## src/sv/color_blend_unit_assert.svh

```systemverilog
// ----------------------------------------------------------------------------
// color_blend_unit assertion macros
// Concurrent checks on the block clock; empty when SYNTHESIS is set.
// ----------------------------------------------------------------------------
`ifndef COLOR_BLEND_UNIT_ASSERT_SVH
`define COLOR_BLEND_UNIT_ASSERT_SVH

`ifndef SYNTHESIS
// checked outside reset only
`define CBU_ASSERT(lbl, prop, msg) \
   lbl: assert property (@(posedge clock) disable iff (reset) prop) else $error(msg);
// checked in every cycle, reset included
`define CBU_ASSERT_ALWAYS(lbl, prop, msg) \
   lbl: assert property (@(posedge clock) prop) else $error(msg);
`else
`define CBU_ASSERT(lbl, prop, msg)
`define CBU_ASSERT_ALWAYS(lbl, prop, msg)
`endif

`endif

```

## src/sv/cbu_pkg.sv

```systemverilog
// ----------------------------------------------------------------------------
// cbu_pkg
// Types, codes and helper functions shared by the colour blend pipeline.
// ----------------------------------------------------------------------------
`timescale 1ns / 1ps
`default_nettype none

package cbu_pkg;

   localparam int CHAN_W   = 8;
   localparam int PROD_W   = 2 * CHAN_W;
   localparam int NUM_CHAN = 3;
   localparam int CSR_W    = 4;

   localparam logic [CHAN_W-1:0] FULL_SCALE = 8'd255;
   localparam logic [PROD_W-1:0] FULL_SQ    = 16'd65025;
   localparam logic [PROD_W-1:0] ROUND_HALF = 16'd127;

   typedef enum logic [1:0] {
      CSR_MIX_OP     = 2'd0,
      CSR_SRC_FACTOR = 2'd1,
      CSR_DST_FACTOR = 2'd2
   } csr_index_type;

   typedef enum logic [1:0] {
      OP_ADD     = 2'd0,
      OP_SUB     = 2'd1,
      OP_REV_SUB = 2'd2
   } op_type;

   typedef enum logic [3:0] {
      FACTOR_ZERO          = 4'd0,
      FACTOR_ONE           = 4'd1,
      FACTOR_SRC_COL       = 4'd2,
      FACTOR_INV_SRC_COL   = 4'd3,
      FACTOR_SRC_ALPHA     = 4'd4,
      FACTOR_INV_SRC_ALPHA = 4'd5,
      FACTOR_DST_ALPHA     = 4'd6,
      FACTOR_INV_DST_ALPHA = 4'd7,
      FACTOR_DST_COL       = 4'd8,
      FACTOR_INV_DST_COL   = 4'd9
   } factor_type;

   typedef struct packed {
      logic [1:0] mix_op;
      logic [3:0] src_factor;
      logic [3:0] dst_factor;
   } cfg_type;

   // lowest field in the lowest bits
   typedef struct packed {
      logic [CHAN_W-1:0] dst_alpha;
      logic [CHAN_W-1:0] dst_blue;
      logic [CHAN_W-1:0] dst_green;
      logic [CHAN_W-1:0] dst_red;
      logic [CHAN_W-1:0] src_alpha;
      logic [CHAN_W-1:0] src_blue;
      logic [CHAN_W-1:0] src_green;
      logic [CHAN_W-1:0] src_red;
   } pixel_type;

   typedef struct packed {
      logic [NUM_CHAN-1:0][PROD_W-1:0] ts;
      logic [NUM_CHAN-1:0][PROD_W-1:0] td;
   } prod_type;

   typedef logic [NUM_CHAN-1:0][PROD_W-1:0] sum_type;
   typedef logic [NUM_CHAN-1:0][CHAN_W-1:0] color_type;

   // blend weight in 0..255 standing for 0.0..1.0; unused codes give zero
   function automatic logic [CHAN_W-1:0] blend_weight(
      input logic [3:0]        code,
      input logic [CHAN_W-1:0] c_s,
      input logic [CHAN_W-1:0] a_s,
      input logic [CHAN_W-1:0] c_d,
      input logic [CHAN_W-1:0] a_d
   );
      logic [CHAN_W-1:0] w;
      unique case (code)
         FACTOR_ONE:           w = FULL_SCALE;
         FACTOR_SRC_COL:       w = c_s;
         FACTOR_INV_SRC_COL:   w = FULL_SCALE - c_s;
         FACTOR_SRC_ALPHA:     w = a_s;
         FACTOR_INV_SRC_ALPHA: w = FULL_SCALE - a_s;
         FACTOR_DST_ALPHA:     w = a_d;
         FACTOR_INV_DST_ALPHA: w = FULL_SCALE - a_d;
         FACTOR_DST_COL:       w = c_d;
         FACTOR_INV_DST_COL:   w = FULL_SCALE - c_d;
         default:              w = '0;
      endcase
      return w;
   endfunction

   // round(v / 255), halves up; v <= 65025 so x stays below 2^16
   // floor(x / 255) == (x + (x >> 8) + 1) >> 8 for any x up to 65152, the largest x here
   function automatic logic [CHAN_W-1:0] div255_round(input logic [PROD_W-1:0] v);
      logic [PROD_W-1:0] x;
      logic [PROD_W-1:0] y;
      x = v + ROUND_HALF;
      y = x + (x >> CHAN_W) + PROD_W'(1);
      return y[PROD_W-1:CHAN_W];
   endfunction

endpackage

`default_nettype wire

```

## src/sv/cbu_mul_stage.sv

```systemverilog
// ----------------------------------------------------------------------------
// cbu_mul_stage
// First stage: picks the blend weights and forms the six 8x8 products.
// ----------------------------------------------------------------------------
`timescale 1ns / 1ps
`default_nettype none

`include "color_blend_unit_assert.svh"

module cbu_mul_stage import cbu_pkg::*; (
   input  wire logic      clock,
   input  wire logic      reset,
   input  wire cfg_type   cfg,
   input  wire logic      in_valid,
   output logic           in_ready,
   input  wire pixel_type in_data,
   output logic           out_valid,
   input  wire logic      out_ready,
   output prod_type       out_data
);

   logic     valid_ff, valid_in;
   prod_type prod_ff, prod_in;

   logic [NUM_CHAN-1:0][CHAN_W-1:0] c_s, c_d;

   assign c_s = {in_data.src_blue, in_data.src_green, in_data.src_red};
   assign c_d = {in_data.dst_blue, in_data.dst_green, in_data.dst_red};

   assign in_ready = !valid_ff || out_ready;
   assign valid_in = in_ready ? in_valid : valid_ff;

   always_comb begin
      for (int k = 0; k < NUM_CHAN; k++) begin
         prod_in.ts[k] = PROD_W'(c_s[k]) * PROD_W'(blend_weight(cfg.src_factor, c_s[k],
                         in_data.src_alpha, c_d[k], in_data.dst_alpha));
         prod_in.td[k] = PROD_W'(c_d[k]) * PROD_W'(blend_weight(cfg.dst_factor, c_s[k],
                         in_data.src_alpha, c_d[k], in_data.dst_alpha));
      end
   end

   always_ff @(posedge clock) begin
      if (reset) begin
         valid_ff <= 1'b0;
      end else begin
         valid_ff <= valid_in;
      end
   end

   always_ff @(posedge clock) begin
      if (in_ready && in_valid) begin
         prod_ff <= prod_in;
      end
   end

   assign out_valid = valid_ff;
   assign out_data  = prod_ff;

   // a stalled item keeps its products
   `CBU_ASSERT(a_mul_hold, valid_ff && !out_ready |=> valid_ff && $stable(prod_ff), "mul stage lost a stalled item")

endmodule

`default_nettype wire

```

## src/sv/cbu_comb_stage.sv

```systemverilog
// ----------------------------------------------------------------------------
// cbu_comb_stage
// Second stage: adds or subtracts the weighted terms and clamps to zero and full scale.
// ----------------------------------------------------------------------------
`timescale 1ns / 1ps
`default_nettype none

`include "color_blend_unit_assert.svh"

module cbu_comb_stage import cbu_pkg::*; (
   input  wire logic     clock,
   input  wire logic     reset,
   input  wire cfg_type  cfg,
   input  wire logic     in_valid,
   output logic          in_ready,
   input  wire prod_type in_data,
   output logic          out_valid,
   input  wire logic     out_ready,
   output sum_type       out_data
);

   logic    valid_ff, valid_in;
   sum_type sum_ff, sum_in;

   logic [PROD_W:0] total;

   assign in_ready = !valid_ff || out_ready;
   assign valid_in = in_ready ? in_valid : valid_ff;

   always_comb begin
      total  = '0;
      sum_in = '0;
      for (int k = 0; k < NUM_CHAN; k++) begin
         total = {1'b0, in_data.ts[k]} + {1'b0, in_data.td[k]};
         case (cfg.mix_op)
            OP_SUB:
               sum_in[k] = (in_data.ts[k] > in_data.td[k]) ?
                           in_data.ts[k] - in_data.td[k] : '0;
            OP_REV_SUB:
               sum_in[k] = (in_data.td[k] > in_data.ts[k]) ?
                           in_data.td[k] - in_data.ts[k] : '0;
            // add, and the spare code too
            default:
               sum_in[k] = (total > {1'b0, FULL_SQ}) ? FULL_SQ : total[PROD_W-1:0];
         endcase
      end
   end

   always_ff @(posedge clock) begin
      if (reset) begin
         valid_ff <= 1'b0;
      end else begin
         valid_ff <= valid_in;
      end
   end

   always_ff @(posedge clock) begin
      if (in_ready && in_valid) begin
         sum_ff <= sum_in;
      end
   end

   assign out_valid = valid_ff;
   assign out_data  = sum_ff;

   `CBU_ASSERT(a_comb_range, valid_ff |-> sum_ff[0] <= FULL_SQ && sum_ff[1] <= FULL_SQ && sum_ff[2] <= FULL_SQ, "blend sum above full scale")
   `CBU_ASSERT(a_comb_hold, valid_ff && !out_ready |=> valid_ff && $stable(sum_ff), "comb stage lost a stalled item")

endmodule

`default_nettype wire

```

## src/sv/cbu_div_stage.sv

```systemverilog
// ----------------------------------------------------------------------------
// cbu_div_stage
// Last stage: rounding divide by 255 into the output register.
// ----------------------------------------------------------------------------
`timescale 1ns / 1ps
`default_nettype none

module cbu_div_stage import cbu_pkg::*; (
   input  wire logic    clock,
   input  wire logic    reset,
   input  wire logic    in_valid,
   output logic         in_ready,
   input  wire sum_type in_data,
   output logic         out_valid,
   input  wire logic    out_ready,
   output color_type    out_data
);

   logic      valid_ff, valid_in;
   color_type color_ff, color_in;

   assign in_ready = !valid_ff || out_ready;
   assign valid_in = in_ready ? in_valid : valid_ff;

   always_comb begin
      for (int k = 0; k < NUM_CHAN; k++) begin
         color_in[k] = div255_round(in_data[k]);
      end
   end

   always_ff @(posedge clock) begin
      if (reset) begin
         valid_ff <= 1'b0;
      end else begin
         valid_ff <= valid_in;
      end
   end

   always_ff @(posedge clock) begin
      if (in_ready && in_valid) begin
         color_ff <= color_in;
      end
   end

   assign out_valid = valid_ff;
   assign out_data  = color_ff;

endmodule

`default_nettype wire

```

## src/sv/color_blend_unit.sv

```systemverilog
// ----------------------------------------------------------------------------
// color_blend_unit
// RGB blend stage of an output merger: weighted source and destination
// colour, combined by add, subtract or reverse subtract, saturated to 8 bits.
// ----------------------------------------------------------------------------
// Takes one pixel pair per clock while rsp_tready keeps the pipeline moving
// and returns one blended RGB pixel per item, in order. There is one register
// stage each for the weight multiply, the add/subtract with clamp and the
// rounding divide by 255, the last being the output register: an accepted
// item passes these registers in that order before it raises rsp_tvalid.
// Each stage holds its item while stalled and fills bubbles, so a stall on
// rsp_tready costs nothing once released. Factor codes 10..15 act as zero,
// op code 3 as add. Write the csr_ registers only while no item is in flight.
`timescale 1ns / 1ps
`default_nettype none

`include "color_blend_unit_assert.svh"

module color_blend_unit import cbu_pkg::*; (
   input  wire logic             clock,
   input  wire logic             reset,
   // configuration writes
   input  wire logic             csr_we,
   input  wire logic [1:0]       csr_addr,
   input  wire logic [CSR_W-1:0] csr_wdata,
   // pixel pair in
   input  wire logic             req_tvalid,
   output logic                  req_tready,
   // src_red, src_green, src_blue, src_alpha, dst_red, dst_green, dst_blue, dst_alpha
   input  wire logic [63:0]      req_tdata,
   // blended pixel out
   output logic                  rsp_tvalid,
   input  wire logic             rsp_tready,
   // out_red, out_green, out_blue
   output logic [23:0]           rsp_tdata
);

   cfg_type   cfg_ff;
   pixel_type pixel;
   prod_type  prod;
   sum_type   sum;
   color_type color;

   logic mul_valid, comb_ready;
   logic comb_valid, div_ready;

   always_ff @(posedge clock) begin
      if (reset) begin
         cfg_ff.mix_op     <= OP_ADD;
         cfg_ff.src_factor <= FACTOR_ONE;
         cfg_ff.dst_factor <= FACTOR_ZERO;
      end else if (csr_we) begin
         unique case (csr_addr)
            CSR_MIX_OP:     cfg_ff.mix_op     <= csr_wdata[1:0];
            CSR_SRC_FACTOR: cfg_ff.src_factor <= csr_wdata;
            CSR_DST_FACTOR: cfg_ff.dst_factor <= csr_wdata;
            default: ;
         endcase
      end
   end

   assign pixel = pixel_type'(req_tdata);

   cbu_mul_stage u_mul (
      .clock     (clock),
      .reset     (reset),
      .cfg       (cfg_ff),
      .in_valid  (req_tvalid),
      .in_ready  (req_tready),
      .in_data   (pixel),
      .out_valid (mul_valid),
      .out_ready (comb_ready),
      .out_data  (prod)
   );

   cbu_comb_stage u_comb (
      .clock     (clock),
      .reset     (reset),
      .cfg       (cfg_ff),
      .in_valid  (mul_valid),
      .in_ready  (comb_ready),
      .in_data   (prod),
      .out_valid (comb_valid),
      .out_ready (div_ready),
      .out_data  (sum)
   );

   cbu_div_stage u_div (
      .clock     (clock),
      .reset     (reset),
      .in_valid  (comb_valid),
      .in_ready  (div_ready),
      .in_data   (sum),
      .out_valid (rsp_tvalid),
      .out_ready (rsp_tready),
      .out_data  (color)
   );

   assign rsp_tdata = color;

   `CBU_ASSERT_ALWAYS(a_reset_empty, reset |=> !rsp_tvalid && !mul_valid && !comb_valid, "pipeline not empty after reset")
   // nothing may reach the output without passing the middle stage
   `CBU_ASSERT(a_no_skip, !rsp_tvalid && !comb_valid |=> !rsp_tvalid, "item appeared from an empty pipeline")

endmodule

`default_nettype wire

```

## config.mk

```make
export PLATFORM = sky130hd
export DESIGN_NAME = color_blend_unit
export DESIGN_NICKNAME = d
export VERILOG_FILES = /design/src/sv/cbu_pkg.sv /design/src/sv/cbu_mul_stage.sv /design/src/sv/cbu_comb_stage.sv /design/src/sv/cbu_div_stage.sv /design/src/sv/color_blend_unit.sv
export VERILOG_INCLUDE_DIRS = /design/src /design/src/sv
export SDC_FILE = /design/constraint.sdc
export NUM_CORES = 2
export LEC_CHECK = 0
export BUFFER_PORTS_ARGS = -buffer_cell sky130_fd_sc_hd__buf_2
export CELL_PAD_IN_SITES_DETAIL_PLACEMENT = 0
export CELL_PAD_IN_SITES_GLOBAL_PLACEMENT = 1
export CORE_MARGIN = 8
export CORE_UTILIZATION = 40
export CTS_BUF_LIST = sky130_fd_sc_hd__clkbuf_4 sky130_fd_sc_hd__clkbuf_8 sky130_fd_sc_hd__clkbuf_16
export CTS_CLUSTER_SIZE = 20
export DETAILED_ROUTE_END_ITERATION = 7
export PLACE_DENSITY = 0.72
export REMOVE_ABC_BUFFERS = 1
export SYNTH_ARGS = -nofsm -noshare
export SYNTH_HDL_FRONTEND = slang
export SYNTH_SLANG_ARGS = --single-unit
```

## constraint.sdc

```tcl
create_clock -name clock -period 6.02 [get_ports clock]
set_clock_uncertainty 0.1 [all_clocks]
set_input_delay 0.602 -clock clock [delete_from_list [all_inputs] [get_ports clock]]
set_output_delay 0.602 -clock clock [all_outputs]
set_load 0.005 [all_outputs]
```

==> impl_metrics.csv <==
group,metric,value,unit
floorplan,fp.dieH,291,um
cells_and_area,area_growth,8.49,%
floorplan,initial_core_util,40.1,%
placed_design,place_inst,4494,
sta,slew_viol_final,0,
placed_design,hpwl,68500,um
synthesis,yosysSeqAreaShare,17.5,%
route,top_layer,"met5",
synthesis,synth_most_common_cell,"inv_1",
grt,grt_pass1_wl,135000,um
route,detail-route-antenna-nets,0,
sta,max_slew_margin,37.0,%
floorplan,die-width,291,um
cells_and_area,fin_cells,4528,
sta,min_period,5.78,ns
sta,worst_pin_slew,0.935,ns
floorplan,pin_count,101,
synthesis,synthDistinctLibCells,101,
clocking,ctsRootBufferMaster,"clkbuf_16",
power,ir_worst_vdd,246,uV
grt,grt_max_degree,53,
route,drt-pass1-iter-count,5,
route,routed_wl,83000,um
cells_and_area,n_fill_cell,7554,
setup_path,start_kind,"flop",
job,drv_cap,0,
sta,finalHoldViolCount,0,
cells_and_area,nets,4223,
outcome,status,"completed",
worst_hold_path,min_path_type,"in2reg",
power,power.switching,6.89,mW
clocking,clkTransAtPathRegs,0.07,ns
synthesis,synth.top_cell.area_share,16.7,%
cells_and_area,fin_area,0.0328,sq mm
setup_path,crit_arrival,5.91,ns
power,power_frac_comb,74.9,%
synthesis,synth_ff_type,"edfxtp_1",
placed_design,place_ws,-0.0305,ns
placed_design,place_area,0.0321,sq mm
floorplan,die_area,0.0846,sq mm
clocking,cts.path.max_buffers,2,
clocking,cts_tree,"built",
synthesis,syn_avg_cell_area,8.70,sq um
sta,setup_viol,0,
route,wl_met1,40800,um
setup_path,cp_max_fo,21,
sta,finalCritPeriodShare,96.0,%
synthesis,ys_ff_latch,181,
route,drc,0,
placed_design,gp_congestion,0.879,
sta,max_freq,0.173,GHz
synthesis,ys_warn_count,0,
synthesis,netlist_area,0.0302,sq mm
placed_design,numPortBuffers,100,
setup_path,criticalPathCategory,"reg2reg",
route,avgRoutedWirePerCell,18.3,um
cells_and_area,antennaDiodeCount,0,
cells_and_area,multi_input_area,0.0227,sq mm
setup_path,end_kind,"flop",
power,p_leak,15.0,nW
grt,grt_pass1_vias,24700,
route,vias,24500,
synthesis,yosysTopAreaCell,"edfxtp_1",
cells_and_area,final_layout_size_suffix_gt1_share,9.24,%
power,powerDensity,424,mW/mm^2
sta,rsz0062_at_grt,"no",
synthesis,synth_edf_count,168,
clocking,htreeDepth,4,
power,switching_share,49.5,%
route,avgViaCountPerCell,5.41,
clocking,cts_hold_buf,0,
cells_and_area,utilization,43.5,%
synthesis,netlist_top_cells_count,"inv_1, ha_1, and2_1",
cells_and_area,seqCellArea,0.00531,sq mm
floorplan,num_rows,101,
floorplan,core_area,0.0754,sq mm
synthesis,synth_area_leaders,"edfxtp_1, ha_1, fa_1",
power,seq_power_share,17.4,%
clocking,cts_buffers,17,
setup_path,required,6.15,ns
sta,setup_ws,0.240,ns
power,power,13.9,mW
grt,track_usage,19.6,%
grt,antenna_found_initial,8,
route,met3_length,4300,um
sta,whs,0.279,ns
synthesis,async_flop_share,0,%
route,met2_length,36100,um
clocking,clkLatencyLatePin,0.49,ns
grt,overflow,0,
power,p_int,7.02,mW
clocking,cts.sinks,181,
sta,tns,0,ns
synthesis,synthCells,3477,
route,drt_iter0_drc,1753,
power,clockPowerShare,7.6,%
## power by group through the flow
stage	logic, mW	clock network (mW)	registers [mW]
after global routing	11.8	1.13	2.48
after detailed placement	10.3	0	2.46
after CTS	10.4	1.11	2.43
final	10.4	1.06	2.42
after floorplan	7.91	0	2.39
after global placement	10.3	0	2.44
## cell families (layout without fill, tap and decap cells)
group | after synthesis | in the layout | synth area share (%)
AO/OA/AOI/OAI | 782 | 782 | 17.6
adder cells (fa/ha/maj) | 611 | 611 | 30.9
AND/OR/NAND/NOR | 992 | 992 | 17.6
buffers and inverters | 620 | 693 | 7.87
XOR/XNOR | 262 | 262 | 7.59
multiplexers | 29 | 29 | 0.960
flip-flops | 181 | 181 | 17.5
## state kept, by name, summed over array words and instances (netlist names)
register          count
u_mul.out_data       96
u_div.out_data       24
u_div.out_valid       1
u_mul.out_valid       1
u_comb.out_valid      1
cfg_ff               10
u_comb.out_data      48
## worst max-delay path, stage by stage, from the launching register on
cell and delay (ns):
dfxtp_2 0.38, buf_4 0.31, o22ai_1 0.15, a21oi_2 0.38, o22ai_2 0.20, and2_1 0.21
fa_1 0.53, inv_1 0.05, fa_1 0.54, inv_1 0.05, fa_1 0.48, inv_1 0.05
fa_1 0.48, inv_1 0.04, ha_1 0.29, a21boi_0 0.15, o21ai_0 0.25, a21oi_1 0.14
a41o_1 0.27, o41a_1 0.32, xnor2_1 0.14
## worst paths after layout
kind / startpoint / endpoint / slack, ns / cells after the start
worst min-delay path: csr_wdata[3] / cfg_ff[3] / 0.28 / 3
worst min register to register: u_mul.out_valid / u_comb.out_valid / 0.48 / 2
worst max-delay path: cfg_ff[0] / u_mul.out_data[31] / 0.24 / 20
worst max register to register: cfg_ff[0] / u_mul.out_data[31] / 0.24 / 20
## final cells by class
| type | instances | area share (%) |
|---|---|---|
| clock inverters | 10 | 0.225 |
| multi-input cells | 2676 | 69.3 |
| repair buffers | 193 | 3.77 |
| well taps | 978 | 3.73 |
| flip-flops and latches | 181 | 16.2 |
| clock buffers | 22 | 1.41 |
| inverters | 468 | 5.36 |
## timing repair
item | in CTS | in global routing
gates resized for setup | 0 | 44
buffers inserted | 0 | 2
setup endpoints to repair | 0 | 24
## placed cells by master, fill, tap and decap left out, types with 18 or more instances in the layout
| cell type | netlist | final |
|---|---|---|
| or3_1 | 25 | 25 |
| buf_2 | 26 | 100 |
| o21bai_1 | 21 | 21 |
| a21o_1 | 28 | 28 |
| a21oi_1 | 209 | 205 |
| o21a_1 | 20 | 20 |
| ha_1 | 386 | 386 |
| nor2b_1 | 45 | 41 |
| a22oi_1 | 62 | 62 |
| o211ai_1 | 18 | 18 |
| inv_1 | 465 | 465 |
| a31oi_1 | 20 | 19 |
| buf_4 | 1 | 90 |
| edfxtp_1 | 168 | 168 |
| and2_1 | 335 | 335 |
| fa_1 | 225 | 225 |
| o21ai_0 | 109 | 97 |
| nor2_1 | 190 | 190 |
| xor2_1 | 139 | 139 |
| or2_2 | 23 | 23 |
| nand3_1 | 37 | 37 |
| o22ai_1 | 68 | 52 |
| mux2i_1 | 29 | 29 |
| nand2_1 | 164 | 163 |
| a211oi_1 | 21 | 21 |
| xnor2_1 | 123 | 123 |
| nor3_1 | 63 | 63 |
## per-layer routing
metal	vias up	global-route usage (%)
li1	12000	-
met1	11800	27.8
met2	565	30.7
met3	99	3.07
met4	6	5.62
met5	-	0
Note: power is estimated with default switching activity, not from simulation.
